==> src/rtl/core/lru_cache_with_expiry_assert.svh <==
// ----------------------------------------------------------------------------
// lru_cache_with_expiry assertion macros
// Concurrent assertion wrappers; they are empty in synthesis builds.
// ----------------------------------------------------------------------------
`ifndef LRU_CACHE_WITH_EXPIRY_ASSERT_SVH
`define LRU_CACHE_WITH_EXPIRY_ASSERT_SVH
`ifndef SYNTHESIS
// Same-cycle implication.
`define LCE_ASSERT_IMP(label, clk, rst_n, ante, cons) \
    label: assert property (@(posedge clk) disable iff (!rst_n) (ante) |-> (cons)) \
        else $error("lce assertion failed");
// Next-cycle implication.
`define LCE_ASSERT_NXT(label, clk, rst_n, ante, cons) \
    label: assert property (@(posedge clk) disable iff (!rst_n) (ante) |=> (cons)) \
        else $error("lce assertion failed");
`else
`define LCE_ASSERT_IMP(label, clk, rst_n, ante, cons)
`define LCE_ASSERT_NXT(label, clk, rst_n, ante, cons)
`endif
`endif

==> src/rtl/core/lce_pkg.sv <==
// ----------------------------------------------------------------------------
// lce_pkg
// Shared constants, codes and types of the LRU cache with expiry.
// ----------------------------------------------------------------------------
`timescale 1ns / 1ps
package lce_pkg;
    localparam int SLOTS_DEF      = 64;
    localparam int KEY_BITS_DEF   = 32;
    localparam int VALUE_BITS_DEF = 32;
    localparam int TIME_W         = 32;
    localparam int TIMEOUT_W      = 24;
    localparam int MAXE_W         = 7;
    localparam int CNT_OUT_W      = 7;
    localparam int FUNC_W         = 2;
    localparam int CFG_W          = 24;

    localparam logic [MAXE_W-1:0]    MAXE_RESET    = 7'd64;
    localparam logic [TIMEOUT_W-1:0] TIMEOUT_RESET = 24'd60;

    // Request codes.
    localparam logic [FUNC_W-1:0] FUNC_LOOKUP = 2'd0;
    localparam logic [FUNC_W-1:0] FUNC_ENTER  = 2'd1;
    localparam logic [FUNC_W-1:0] FUNC_REMOVE = 2'd2;
    localparam logic [FUNC_W-1:0] FUNC_FLUSH  = 2'd3;

    // Register indexes.
    localparam logic CFG_MAX_ENTRIES = 1'b0;
    localparam logic CFG_TIMEOUT     = 1'b1;

    // Cell operations.
    localparam logic [1:0] OP_NONE  = 2'd0;
    localparam logic [1:0] OP_TOUCH = 2'd1;
    localparam logic [1:0] OP_DROP  = 2'd2;
    localparam logic [1:0] OP_FILL  = 2'd3;

    typedef struct packed {
        logic [1:0] op;
        logic       evict;
        logic       wr;
    } t_cell_cmd;
endpackage

==> src/rtl/core/lce_cell.sv <==
// ----------------------------------------------------------------------------
// lce_cell
// One cache slot: key, value, expiry, valid bit and recency rank.
// ----------------------------------------------------------------------------
`timescale 1ns / 1ps
module lce_cell import lce_pkg::*; #(
    parameter int KEY_W  = KEY_BITS_DEF,
    parameter int VAL_W  = VALUE_BITS_DEF,
    parameter int RANK_W = 6
) (
    input  logic              i_clk,
    input  logic              i_rst_n,
    input  t_cell_cmd         i_cmd,
    input  logic [RANK_W-1:0] i_rank,
    input  logic [KEY_W-1:0]  i_key,
    input  logic [VAL_W-1:0]  i_value,
    input  logic [TIME_W-1:0] i_expiry,
    input  logic [TIME_W-1:0] i_now,
    input  logic              i_free_prior,
    output logic              o_free_prior,
    input  logic              i_exp_prior,
    output logic              o_exp_prior,
    output logic              o_match,
    output logic              o_expired,
    output logic              o_exp_take,
    output logic [RANK_W-1:0] o_rank,
    output logic [VAL_W-1:0]  o_value
);
    logic              r_valid;
    logic [RANK_W-1:0] r_rank;
    logic [KEY_W-1:0]  r_key;
    logic [VAL_W-1:0]  r_value;
    logic [TIME_W-1:0] r_expiry;
    logic              w_sel;
    logic              w_free_take;
    logic              w_exp_cand;
    logic              w_target;

    // Match, expiry and the two priority chains toward the neighbor.
    assign o_match      = r_valid && (r_key == i_key);
    assign o_expired    = r_expiry <= i_now;
    assign w_exp_cand   = r_valid && o_expired;
    assign o_exp_take   = w_exp_cand && !i_exp_prior;
    assign o_exp_prior  = i_exp_prior || w_exp_cand;
    assign w_free_take  = !r_valid && !i_free_prior;
    assign o_free_prior = i_free_prior || !r_valid;
    assign w_sel        = r_valid && (r_rank == i_rank);
    assign w_target     = i_cmd.evict ? w_sel : w_free_take;
    assign o_rank       = r_rank;
    assign o_value      = r_value;

    // Valid bit and rank follow the broadcast operation.
    always_ff @(posedge i_clk) begin
        if (!i_rst_n) begin
            r_valid <= 1'b0;
            r_rank  <= '0;
        end else begin
            case (i_cmd.op)
                OP_TOUCH: begin
                    if (w_sel) begin
                        r_rank <= '0;
                    end else if (r_valid && r_rank < i_rank) begin
                        r_rank <= r_rank + 1'b1;
                    end
                end
                OP_DROP: begin
                    if (w_sel) begin
                        r_valid <= 1'b0;
                    end else if (r_valid && r_rank > i_rank) begin
                        r_rank <= r_rank - 1'b1;
                    end
                end
                OP_FILL: begin
                    if (w_target) begin
                        r_valid <= 1'b1;
                        r_rank  <= '0;
                    end else if (r_valid) begin
                        r_rank <= r_rank + 1'b1;
                    end
                end
                default: begin
                end
            endcase
        end
    end

    // Payload of the slot.
    always_ff @(posedge i_clk) begin
        if (i_cmd.op == OP_FILL && w_target) begin
            r_key    <= i_key;
            r_value  <= i_value;
            r_expiry <= i_expiry;
        end else if (i_cmd.op == OP_TOUCH && i_cmd.wr && w_sel) begin
            r_value  <= i_value;
            r_expiry <= i_expiry;
        end
    end
endmodule

==> config.mk <==
export PLATFORM = sky130hd
export DESIGN_NAME = lce_cell
export DESIGN_NICKNAME = d
export VERILOG_FILES = /design/src/rtl/core/lru_cache_with_expiry_assert.svh /design/src/rtl/core/lce_pkg.sv /design/src/rtl/core/lce_cell.sv
export SDC_FILE = /design/constraint.sdc
export NUM_CORES = 1
export LEC_CHECK = 0
export BUFFER_PORTS_ARGS = -buffer_cell sky130_fd_sc_hd__buf_2
export CAP_MARGIN = 20
export CORE_MARGIN = 2
export CORE_UTILIZATION = 53
export CTS_CLUSTER_SIZE = 40
export DETAILED_ROUTE_END_ITERATION = 6
export HOLD_SLACK_MARGIN = 0.03
export PLACE_DENSITY = 0.84
export SLEW_MARGIN = 15
export SYNTH_ARGS = -nofsm -noshare
export SYNTH_HDL_FRONTEND = slang
export SYNTH_SLANG_ARGS = --single-unit
==> constraint.sdc <==
create_clock -name i_clk -period 13.58 [get_ports i_clk]
set_clock_uncertainty 0.2 [all_clocks]
set_input_delay 2.037 -clock i_clk [delete_from_list [all_inputs] [get_ports i_clk]]
set_output_delay 2.037 -clock i_clk [all_outputs]
set_load 0.02 [all_outputs]
# Yosys cells after proc, flatten, opt, wreduce, memory -nomap -nowiden
# Index checks and enable logic that the tools add are counted.
[classes]
addsub = 2
n_reduce_logical = 20
eq_ne = 11
n_lt_le_gt_ge = 3
mux = 15
[ops]
columns = ["cell", "n"]
rows = [
  ["2-to-1 mux 32 bit", 4],
  ["2-to-1 mux 6 bit", 6],
  ["== test 32 bit", 1],
  ["<= comparator 32 bit", 1],
  ["case mux 6 bit (3 select lines)", 1],
  ["logical AND 1 bit", 10],
  ["!= test 2 bit (second input constant)", 4],
  ["adder 6 x 1 -> 6 bit (second input constant)", 1],
  ["== test 6 bit", 1],
  ["greater-than comparator 6 bit", 1],
  ["less-than comparator 6 bit", 1],
  ["!= test 3 bit (second input constant)", 2],
  ["subtractor 6 x 1 -> 6 bit (second input constant)", 1],
  ["AND reduction 5 bit", 1],
  ["== test 2 bit (second input constant)", 2],
  ["nonzero test 2 bit", 2],
  ["logical NOT 1 bit", 3],
  ["2-to-1 mux 1 bit", 3],
  ["AND reduction 3 bit", 1],
  ["nonzero test 3 bit", 1],
  ["== test 2 x 1 -> 1 bit (second input constant)", 1],
  ["logical OR 1 bit", 2],
  ["case mux 1 bit (2 select lines)", 1],
]
[totals]
input_bits = 142
output_inout_bits = 43
ff_bits = 103
elab_cells = 56

# Logic depth before layout (Yosys ltp)
# Gate-level depths: netlist of run 1.
[logic_depth]
ltp_word = 5
mapped_depth = 7

# Least setup slack after synthesis of run 1
# No wires, ideal clock.
[synth_timing]
kind = "input to register"
from = "in i_rank[3]"
to = "reg r_value[0], in the netlist o_value[0] (enable)"
path_stages = 6
required_ns = 12.894
arrival_time_ns = 5.772
setup_slack_ns = 7.122
setup_time_ns = 0.486
path_cell_list = "inv_1 > ha_1 > nand3_1 > o31ai_1 > a22oi_1 > nor2_1"
[synth_between]
elab_chain_cells = 5
elab_cells_between_ends = 6
cone_classes = "eq/ne: 1; mux: 1; reduce/logical: 4"
[synth_lines]
columns = ["item", "line", "text"]
rows = [
  ["from (decl)", "lce_cell.sv:14", "input logic [RANK_W-1:0] i_rank,"],
  ["== test 6 bit (*)", "lce_cell.sv:47", "assign w_sel = r_valid && (r_rank == i_rank);"],
  ["logical AND 1 bit (*)", "lce_cell.sv:47", ""],
  ["2-to-1 mux 1 bit", "lce_cell.sv:48", "assign w_target = i_cmd.evict ? w_sel : w_free_take;"],
  ["logical AND 1 bit", "lce_cell.sv:89", "if (i_cmd.op == OP_FILL && w_target) begin"],
  ["nonzero test 2 bit (no source line) (*)", "n/a", ""],
  ["to (signal assigned)", "lce_cell.sv:91", "r_value <= i_value;"],
  ["to (signal assigned)", "lce_cell.sv:94", "r_value <= i_value;"],
  ["to (decl)", "lce_cell.sv:32", "logic [VAL_W-1:0] r_value;"],
]
# Mark *: on every way between the ends. The rest lies on a longest branch, timed or not.
# A chain may end at the register's enable or synchronous reset.

# Worst setup path after layout of run 1
[layout_timing]
from = "in i_now[30]"
to = "out o_exp_take"
[layout_between]
elab_chain_cells = 3
[layout_lines]
columns = ["item", "line", "text"]
rows = [
  ["from (decl)", "lce_cell.sv:18", "input logic [TIME_W-1:0] i_now,"],
  ["<= comparator 32 bit", "lce_cell.sv:41", "assign o_expired = r_expiry <= i_now;"],
  ["logical AND 1 bit", "lce_cell.sv:42", "assign w_exp_cand = r_valid && o_expired;"],
  ["logical AND 1 bit", "lce_cell.sv:43", "assign o_exp_take = w_exp_cand && !i_exp_prior;"],
  ["to (decl)", "lce_cell.sv:25", "output logic o_exp_take,"],
]
# Every way passes these cells.

==> run metrics, run 1 <==
ys async rst share 0%; Reg power frac between 50% and 60%; Final Power 0.610 mW; Final Cell Area between 6000 and 7000 um2; DRC 0; vias in the first global route 3735; Main synth FF type edfxtp_1; crit path cell chain buf_2 -> inv_1 -> ha_1 -> nand4_1 -> nor4_1 -> and2_1 -> a21oi_1 -> nor4_1 -> buf_2; I/O pins between 150 and 200; Logic pwr share 12.2%; Post-Layout Cell Count 676; clk slew on worst S/H paths 0.10 ns; mean number of vias per cell ~5.4; initial core utilization between 50% and 60%; hold_ws a little under 0.4 ns; cells after synthesis between 300 and 400; width of the die 99.9 um; Synth area leader edfxtp_1; number of synthesized flops with an enable pin 96; Post-DP HPWL between 8 and 9 mm; slowest stage delay, CP roughly 0.42 ns; share of cells above drive strength 1 ~37%; worst-margin pin slew 0.808 ns; RSZ-0062 raised after global routing false; gr usage total ~22%; final hold viol count 0; Num CTS Buffers 9; CTS tree built; Layout Area Growth over Synthesis 25.6%; drt initial violations approximately 130; final worst slack approximately 7.5 ns; Clock Sinks approximately 100; Slew Limit Fails 0; Die Y-Extent about 100 um; P_sw about 0.15 mW; Clk pwr share between 20% and 30%; hold_buf cts 0; pwr dens approximately 100 nW/um2; Placed Area roughly 5900 um2; largest net degree at the start of global routing 65; Post-Syn Area around 4900 um2; Final ANT Viol Nets 0; synth warn 0; via count approximately 3700; kind of cell adding the most delay to the critical path simple AND/OR/NAND/NOR gates; Leak Pwr 2.67 nW; Post-CTS Repair Setup Buffers 0; placement row count 34; Post-synth top cells 96 x edfxtp_1, 47 x inv_1, 40 x ha_1, 28 x xnor2_1; clock latency on the worst-skew pair 0.35 ns; Critical Path Sink Type output port; status finished clean; Synth area leaders edfxtp_1 59%, ha_1 10%, xnor2_1 5.0%; top-area cell type share of the netlist area between 50% and 60%; Resize count post-CTS 0; Critical Path AT about 3.9 ns; max frequency 164 MHz; syn_nets 550; Min-Delay Path Class register to register; Worst VDD drop 62.4 uV; root buf cell clkbuf_8; final setup violating endpoints 0; initial antenna violation count 0; post-synthesis sequential area ratio roughly 62%; CP required between 10 and 15 ns; Buf/Inv on CP 3; #FFs+latches synth a little over 100; Ant. Diodes 0; Critical Path Source Type input port; Slowest cell on crit path nor4_1; crit path max fanout 4; Pint between 0.4 and 0.5 mW; placed instance count 660; DIE AREA 9980 um2; first-pass GRT wire length 17.0 mm; CORE AREA between 8000 and 9000 um2; # H-tree levels 3; Switching Fraction between 20% and 30%; CTS max path bufs 2; pre-CTS worst setup slack approximately 7.5 ns; Final min period about 6.1 ns; max cap viols 0; Final nets 745; top-count cell post-synth edfxtp_1; final cycle utilization of the critical path 44.8%; mean routed wirelength per cell between 15 and 20 um; critical path type input port to output port; Routability Congestion between 0.9 and 1; Slew Limit Headroom a little under half; Port Buffers ~180; total global routing overflow 0; WL final roughly 11 mm; Avg Inst Size Synth between 10 and 15 um2; Sum Neg Setup Slack 0 ns; drt first pass iters 4; Core Util, Final 69.5%; post-synth cell types 47
layout make-up:
cell class	count	area, um2
Timing Repair Buffer	186	936
Inverter	47	176
Fill cell	646	2690
Tap cell	108	135
Multi-Input combinational cell	216	1670
Sequential cell	103	3020
Clock inverter	7	60.1
Clock buffer	9	124
registers in the layout (all words and copies together), names as in the netlist:
signal    count
r_expiry     32
r_valid       1
r_key        32
o_value      32
o_rank        6
cell families after synthesis:
logic type / synth area share, %
simple gates: 8.40
compound gates: 9.45
xor+xnor: 5.93
fa+ha+maj: 10.3
buf+inv: 3.93
flops: 62.0
power groups by stage:
stage               sequential (mW)  combinational [mW]  clock, mW
finish                        0.359              0.0743      0.178
global route                  0.359              0.0833      0.194
CTS                           0.359              0.0742      0.185
detailed placement            0.366              0.0736          0
global placement              0.365              0.0701          0
floorplan                     0.368              0.0361          0
cells in the final DEF (no fill, tap or decap), types with 3 or more instances in the layout:
master / instances
buf_2: 184
edfxtp_1: 96
inv_1: 47
ha_1: 40
xnor2_1: 28
a21oi_1: 16
nand4_1: 16
nand2_1: 15
o21ai_0: 11
nor2_1: 11
clkbuf_8: 9
nand3_1: 8
nor4_1: 7
dfxtp_1: 7
a21o_1: 6
xor2_1: 5
nor3_1: 4
a22oi_1: 4
nor2b_1: 4
or3_1: 4
a211oi_1: 4
inv_6: 3
layer usage:
| layer | vias up | track usage [%] | share of wire (%) |
|---|---|---|---|
| li1 | 1774 | - | - |
| met1 | 1699 | 26.6 | 40 |
| met2 | 166 | 37.8 | 50 |
| met3 | 14 | 6.20 | 9.3 |
| met4 | 0 | 5.48 | 1.4 |
| met5 | - | 0 | 0 |
path summary, 6_finish.rpt:
check,from,to,slack [ns],cells past startpoint
setup / recovery,i_now[30],o_exp_take,7.49,9
hold / removal,o_rank[1],o_rank[1],0.38,2
setup reg to reg,o_rank[0],o_value[28],10.52,7
hold reg to reg,o_rank[1],o_rank[1],0.38,2
worst register-to-register path, stage by stage (launching register included):
cell     delay (ns)
dfxtp_1        0.52
inv_1          0.15
ha_1           0.32
nand3_1        0.12
o31ai_1        0.41
a22oi_1        0.20
nor2_4         0.10
buf_4          0.63
Note: power is estimated with default switching activity, not from simulation.
==> run 2, diff against run 1 <==
CORE_UTILIZATION = 45   (was 53)
PLACE_DENSITY = 0.76   (was 0.84)
clock period = 4.92 ns   (was 13.58 ns; I/O delays follow)
==> run 2 against run 1 <==
Net effect:
- total power rose to 2.9 times the previous value
- first-iteration DRC count up 30%
- clock-buffer cell count is the same
- global-route usage down 2.0 points
- flip-flop and latch count is the same
- sequential share of layout area fell by 0.65 points
- cell count is 4.3% higher
- combinational power rose to 2.8 times the previous value
- sequential power grew to 2.8 times the previous value
- cell area grew 1.3%
- die area up 17%
- register-to-register slack worse by 8.7 ns
- largest cell class unchanged
==> run metrics, run 2 (synthesis gave the netlist of run 1 again) <==
status finished clean; crit path max fanout 3 (-1); final hold viol count 0 (unchanged); Routability Congestion 0.883 (-2.5%); commonest cells after routing, fill and taps aside 184 x buf_2, 96 x edfxtp_1, 47 x inv_1; Critical Path AT 2.48 ns (-1.37 ns); root buf cell clkbuf_8; Clock Sinks 103 (unchanged); R2R depth 7 (unchanged); initial antenna violation count 0 (unchanged); Switching Fraction 23.4% (-1.3 points); Slew Limit Headroom 47.0% (+0.94 points); Hold Path End r_expiry[22]; drt initial violations 171 (+30%); Resize count post-CTS 0 (unchanged); initial core utilization 46.8% (-8.6 points); Clk pwr share 33.1% (+4.0 points); clk slew on worst S/H paths 0.10 ns (about the same); Critical Path Source Type input port; max frequency between 200 and 300 MHz; WL final 11.2 mm (+3.7%); kind of cell adding the most delay to the critical path compound AO/OA/AOI/OAI gates; Crit path top cell by count buf_2; Logic pwr share 11.5% (-0.7 points); Min-Delay Path Class input port to register; Hold Crit Start i_expiry[22]; Sum Neg Setup Slack 0 ns (unchanged); Die Y-Extent 108 um (+8.2%); Buf/Inv on CP 3 (unchanged); slowest stage delay, CP 0.36 ns (-0.06 ns); Final nets 745 (unchanged); CP required 3.98 ns (-7.36 ns); DIE AREA 11700 um2 (+17%); final cycle utilization of the critical path 69.4%; Worst Hold Path Cells 1 (-1); FF-to-FF Start o_rank[0]; final setup violating endpoints 0 (unchanged); Post-DP HPWL 8.84 mm (+5.5%); vias in the first global route 3715 (-0.54%); worst-margin pin slew 0.794 ns (-0.0140 ns); Fillers 863 (+34%); pre-CTS worst setup slack 1.47 ns (-6.04 ns); # H-tree levels 3 (unchanged); CTS tree built; hold_buf cts 0 (unchanged); Slew Limit Fails 0 (unchanged); critical path type input port to output port; Slowest cell on crit path a221o_1; Final min period 3.41 ns; Critical Path Sink Type output port; clock latency on the worst-skew pair 0.37 ns (+0.02 ns); mean routed wirelength per cell 15.8 um (-0.60%); drt first pass iters 6 (+2); DRC 0 (unchanged); via count 3653 (unchanged); Pint 1.37 mW (+200%); I/O pins 185 (unchanged); final worst slack 1.51 ns (-5.99 ns); Port Buffers 184 (unchanged); Layout Area Growth over Synthesis 27.3%; total global routing overflow 0 (unchanged); mean number of vias per cell 5.18 (-4.1%); crit path cell chain buf_2 -> inv_1 -> ha_1 -> a21oi_1 -> o21ai_0 -> a221o_1 -> o31a_1 -> o31ai_1 -> buf_2; Worst VDD drop 250 uV (+300%); P_sw 0.418 mW (+180%); width of the die 108 um (+8.2%); share of cells above drive strength 1 36.6% (-0.18 points); Final ANT Viol Nets 0 (unchanged); Reg power frac 55.4% (-3.3 points); Leak Pwr 2.68 nW (+0.69%); max cap viols 0 (unchanged); first-pass GRT wire length 17.3 mm (+1.7%); Post-CTS Repair Setup Buffers 0 (unchanged); pwr dens 288 nW/um2 (+190%); largest net degree at the start of global routing 65 (unchanged); RSZ-0062 raised after global routing false; most common cell after layout, fill and taps aside buf_2; CTS max path bufs 2 (unchanged); RR Endpoint o_value[8]; Final Power 1.79 mW (+190%); CORE AREA 10400 um2 (+18%); reg2reg setup slack 1.78 ns (-8.74 ns); gr usage total 19.6% (-2.0 points); Num CTS Buffers 9 (unchanged); placement row count 37 (+8.8%)
-- run 2: cell type report --
type	count	area, um2	share of cell area (%)
tap	136	170	2.74
timing repair buffer	186	936	15.1
sequential	103	3020	48.7
antenna	1	2.50	0.0403
multi-input combinational	216	1670	26.9
inverter	47	176	2.84
clock inverter	7	104	1.67
clock buffer	9	124	2.00
-- run 2: stage by stage --
| stage | std cells | hold slack (ns) | util, % | cell area (um2) |
|---|---|---|---|---|
| floorplan | 368 | 0.352 | - | 4880 |
| global placement | 688 | 0.369 | 57.3 | 5970 |
| detailed placement | 688 | 0.382 | 57.3 | 5970 |
| CTS | 704 | 0.295 | 59.5 | 6200 |
| global route | 704 | 0.293 | 59.5 | 6200 |
| finish | 705 | 0.327 | 59.5 | 6200 |
-- run 2: how the worst max path moves through the flow --
stage / from / depth (start not counted) / to
6_report: i_now[7] / 9 / o_exp_prior
5_1_grt: i_now[30] / 9 / o_exp_take
3_5_place_dp: i_rank[3] / 8 / o_value[25]
3_3_place_gp: i_now[30] / 9 / o_exp_take
2_1_floorplan: i_rank[3] / 6 / o_value[0]
4_1_cts: i_now[7] / 9 / o_exp_prior
-- run 2: routing by layer --
layer | vias to the layer above | part of all wire (%) | wire, um | global-route usage, %
met4 | 0 | 2.2 | 246 | 7.33
li1 | 1773 | - | - | -
met1 | 1688 | 38 | 4300 | 22.5
met3 | 25 | 9.6 | 1070 | 7.05
met5 | - | 0 | 0 | 0
met2 | 167 | 50 | 5550 | 33.7
-- run 2: power by group through the flow --
stage          registers, mW  logic (mW)  clock network [mW]
6_report               0.990       0.205               0.591
2_1_floorplan           1.02      0.0998                   0
4_1_cts                0.990       0.206               0.618
5_1_grt                0.992       0.229               0.643
3_3_place_gp            1.01       0.195                   0
3_5_place_dp            1.01       0.204                   0
==> run 3, diff against run 2 <==
clock period = 3.1 ns   (was 4.92 ns; I/O delays follow)
==> run 3 against run 2 <==
Net effect:
- total power up 50%
- clock-buffer cell count unchanged
- cell area up 0.77%
- global-route usage down 0.77 points
- largest power group unchanged
==> run metrics, run 3 (synthesis gave the netlist of run 1 again) <==
crit path max fanout 3 (unchanged); largest net degree at the start of global routing 49 (-25%); initial antenna violation count 1 (+1); final hold viol count 0 (unchanged); Post-CTS Repair Setup Buffers 0 (unchanged); Slew Limit Headroom 58.8% (+12 points); worst-margin pin slew 0.609 ns (-0.186 ns); Ant. Diodes 0 (-1); Final Power 2.67 mW (+50%); mean routed wirelength per cell 16.0 um (+1.3%); Worst VDD drop 345 uV (+38%); DIE AREA 11700 um2 (unchanged); Hold Crit Start i_value[28]; Routability Congestion 0.848 (-4.0%); placement row count 37 (unchanged); critical path type register to output port; DRC 0 (unchanged); CP required 2.43 ns (-1.55 ns); Post-Layout Cell Count 705 (unchanged); Final nets 747 (+0.27%); Post-DP HPWL 8.88 mm (+0.52%); first-pass GRT wire length 16.7 mm (-3.8%); via count 3691 (+1.0%); drt initial violations 205 (+20%); final setup violating endpoints 0 (unchanged); Critical Path Sink Type output port; Leak Pwr 2.67 nW (-0.48%); placed instance count 689 (+0.15%); pre-CTS worst setup slack 0.134 ns (-1.33 ns); Slew Limit Fails 0 (unchanged); crit path cell chain ha_4 -> a21oi_1 -> o21ai_0 -> a221o_1 -> o31a_1 -> o31ai_1 -> buf_2; clk slew on worst S/H paths 0.10 ns (about the same); commonest cells after routing, fill and taps aside 183 x buf_2, 96 x edfxtp_1, 47 x inv_1; clock latency on the worst-skew pair 0.37 ns (about the same); # H-tree levels 3 (unchanged); total global routing overflow 0 (unchanged); vias in the first global route 3616 (-2.7%); Layout Area Growth over Synthesis 28.2%; kind of cell adding the most delay to the critical path compound AO/OA/AOI/OAI gates; Critical Path AT 2.41 ns (-0.07 ns); gr usage total 18.8% (-0.77 points); max frequency about 320 MHz; Die Y-Extent 108 um (unchanged); final cycle utilization of the critical path between 90 and 100%; max cap viols 0 (unchanged); Slowest cell on crit path edfxtp_1; CORE AREA 10400 um2 (unchanged); CP Launch Point r_expiry[7]; FF-to-FF Start o_rank[4]; Final ANT Viol Nets 0 (unchanged); Port Buffers 184 (unchanged); initial core utilization 46.8% (unchanged); RSZ-0062 raised after global routing true; Sum Neg Setup Slack 0 ns (unchanged); drt first pass iters 4 (-2); Buf/Inv on CP 1 (-2); pwr dens 428 nW/um2 (+48%); final worst slack 0.0229 ns (-1.48 ns); CTS max path bufs 2 (unchanged); most common cell after layout, fill and taps aside buf_2; CTS tree built; Clock Sinks 103 (unchanged); Min-Delay Path Class input port to register; status finished clean; mean number of vias per cell 5.24 (+1.0%); Critical Path Source Type register; root buf cell clkbuf_8; I/O pins 185 (unchanged); WL final 11.3 mm (+1.3%); slowest stage delay, CP 0.42 ns (+0.06 ns); Num CTS Buffers 9 (unchanged); share of cells above drive strength 1 38.0% (+1.3 points); Final min period between 3 and 4 ns; width of the die 108 um (unchanged)
run 3: changes by cell type in the layout (fill, tap and decap cells not counted), sizes merged:
cell	previous run	this run
buf	186	187
diode	1	0
dlygate4sd3	0	1
clkinvlp	0	1
bufinv	2	0
run 3: per-stage QoR:
step	hold WS, ns	instance area [um2]	utilization [%]
6_report	0.0568	6250	60.0
3_3_place_gp	0.340	6010	57.7
2_1_floorplan	0.346	4890	-
5_1_grt	0.0344	6250	60.0
4_1_cts	0.0302	6190	59.4
3_5_place_dp	0.350	6010	57.7
run 3: power breakdown:
group          leakage (nW)  total [mW]  switching (mW)  internal, mW
clock                0.0850       0.765           0.471         0.293
combinational          1.66       0.338           0.177         0.161
sequential            0.928        1.57          0.0192          1.55
total                  2.67        2.67           0.667          2.01
run 3: path summary, 6_finish.rpt:
check | to | slack [ns] | cells past startpoint
max | o_exp_prior | 0.02 | 7
min | o_value[28] | 0.06 | 1
max reg2reg | r_expiry[22] | 0.46 | 6
min reg2reg | o_rank[0] | 0.38 | 2
run 3: routing by layer:
layer	GRT usage, %	vias up	share of wire, %
met5	0	-	0.15
met4	7.14	2	1.7
met3	6.45	22	10
met2	32.8	164	49
met1	21.4	1728	39
li1	-	1775	-
run 3: layout make-up:
| cell class | count | area [um2] |
|---|---|---|
| fill | 869 | 4170 |
| timing repair buffer | 188 | 981 |
| clock inverter | 6 | 45.0 |
| multi-input combinational | 216 | 1730 |
| clock buffer | 9 | 124 |
| tap | 136 | 170 |
| inverter | 47 | 176 |
| sequential | 103 | 3020 |
run 3: repair_timing:
action                                 in CTS  in global routing
pin swaps                                   1                  3
resized for setup                           1                  7
setup endpoints to repair                   2                  3
endpoints found under the hold margin       0                  1
hold buffers                                0                  1
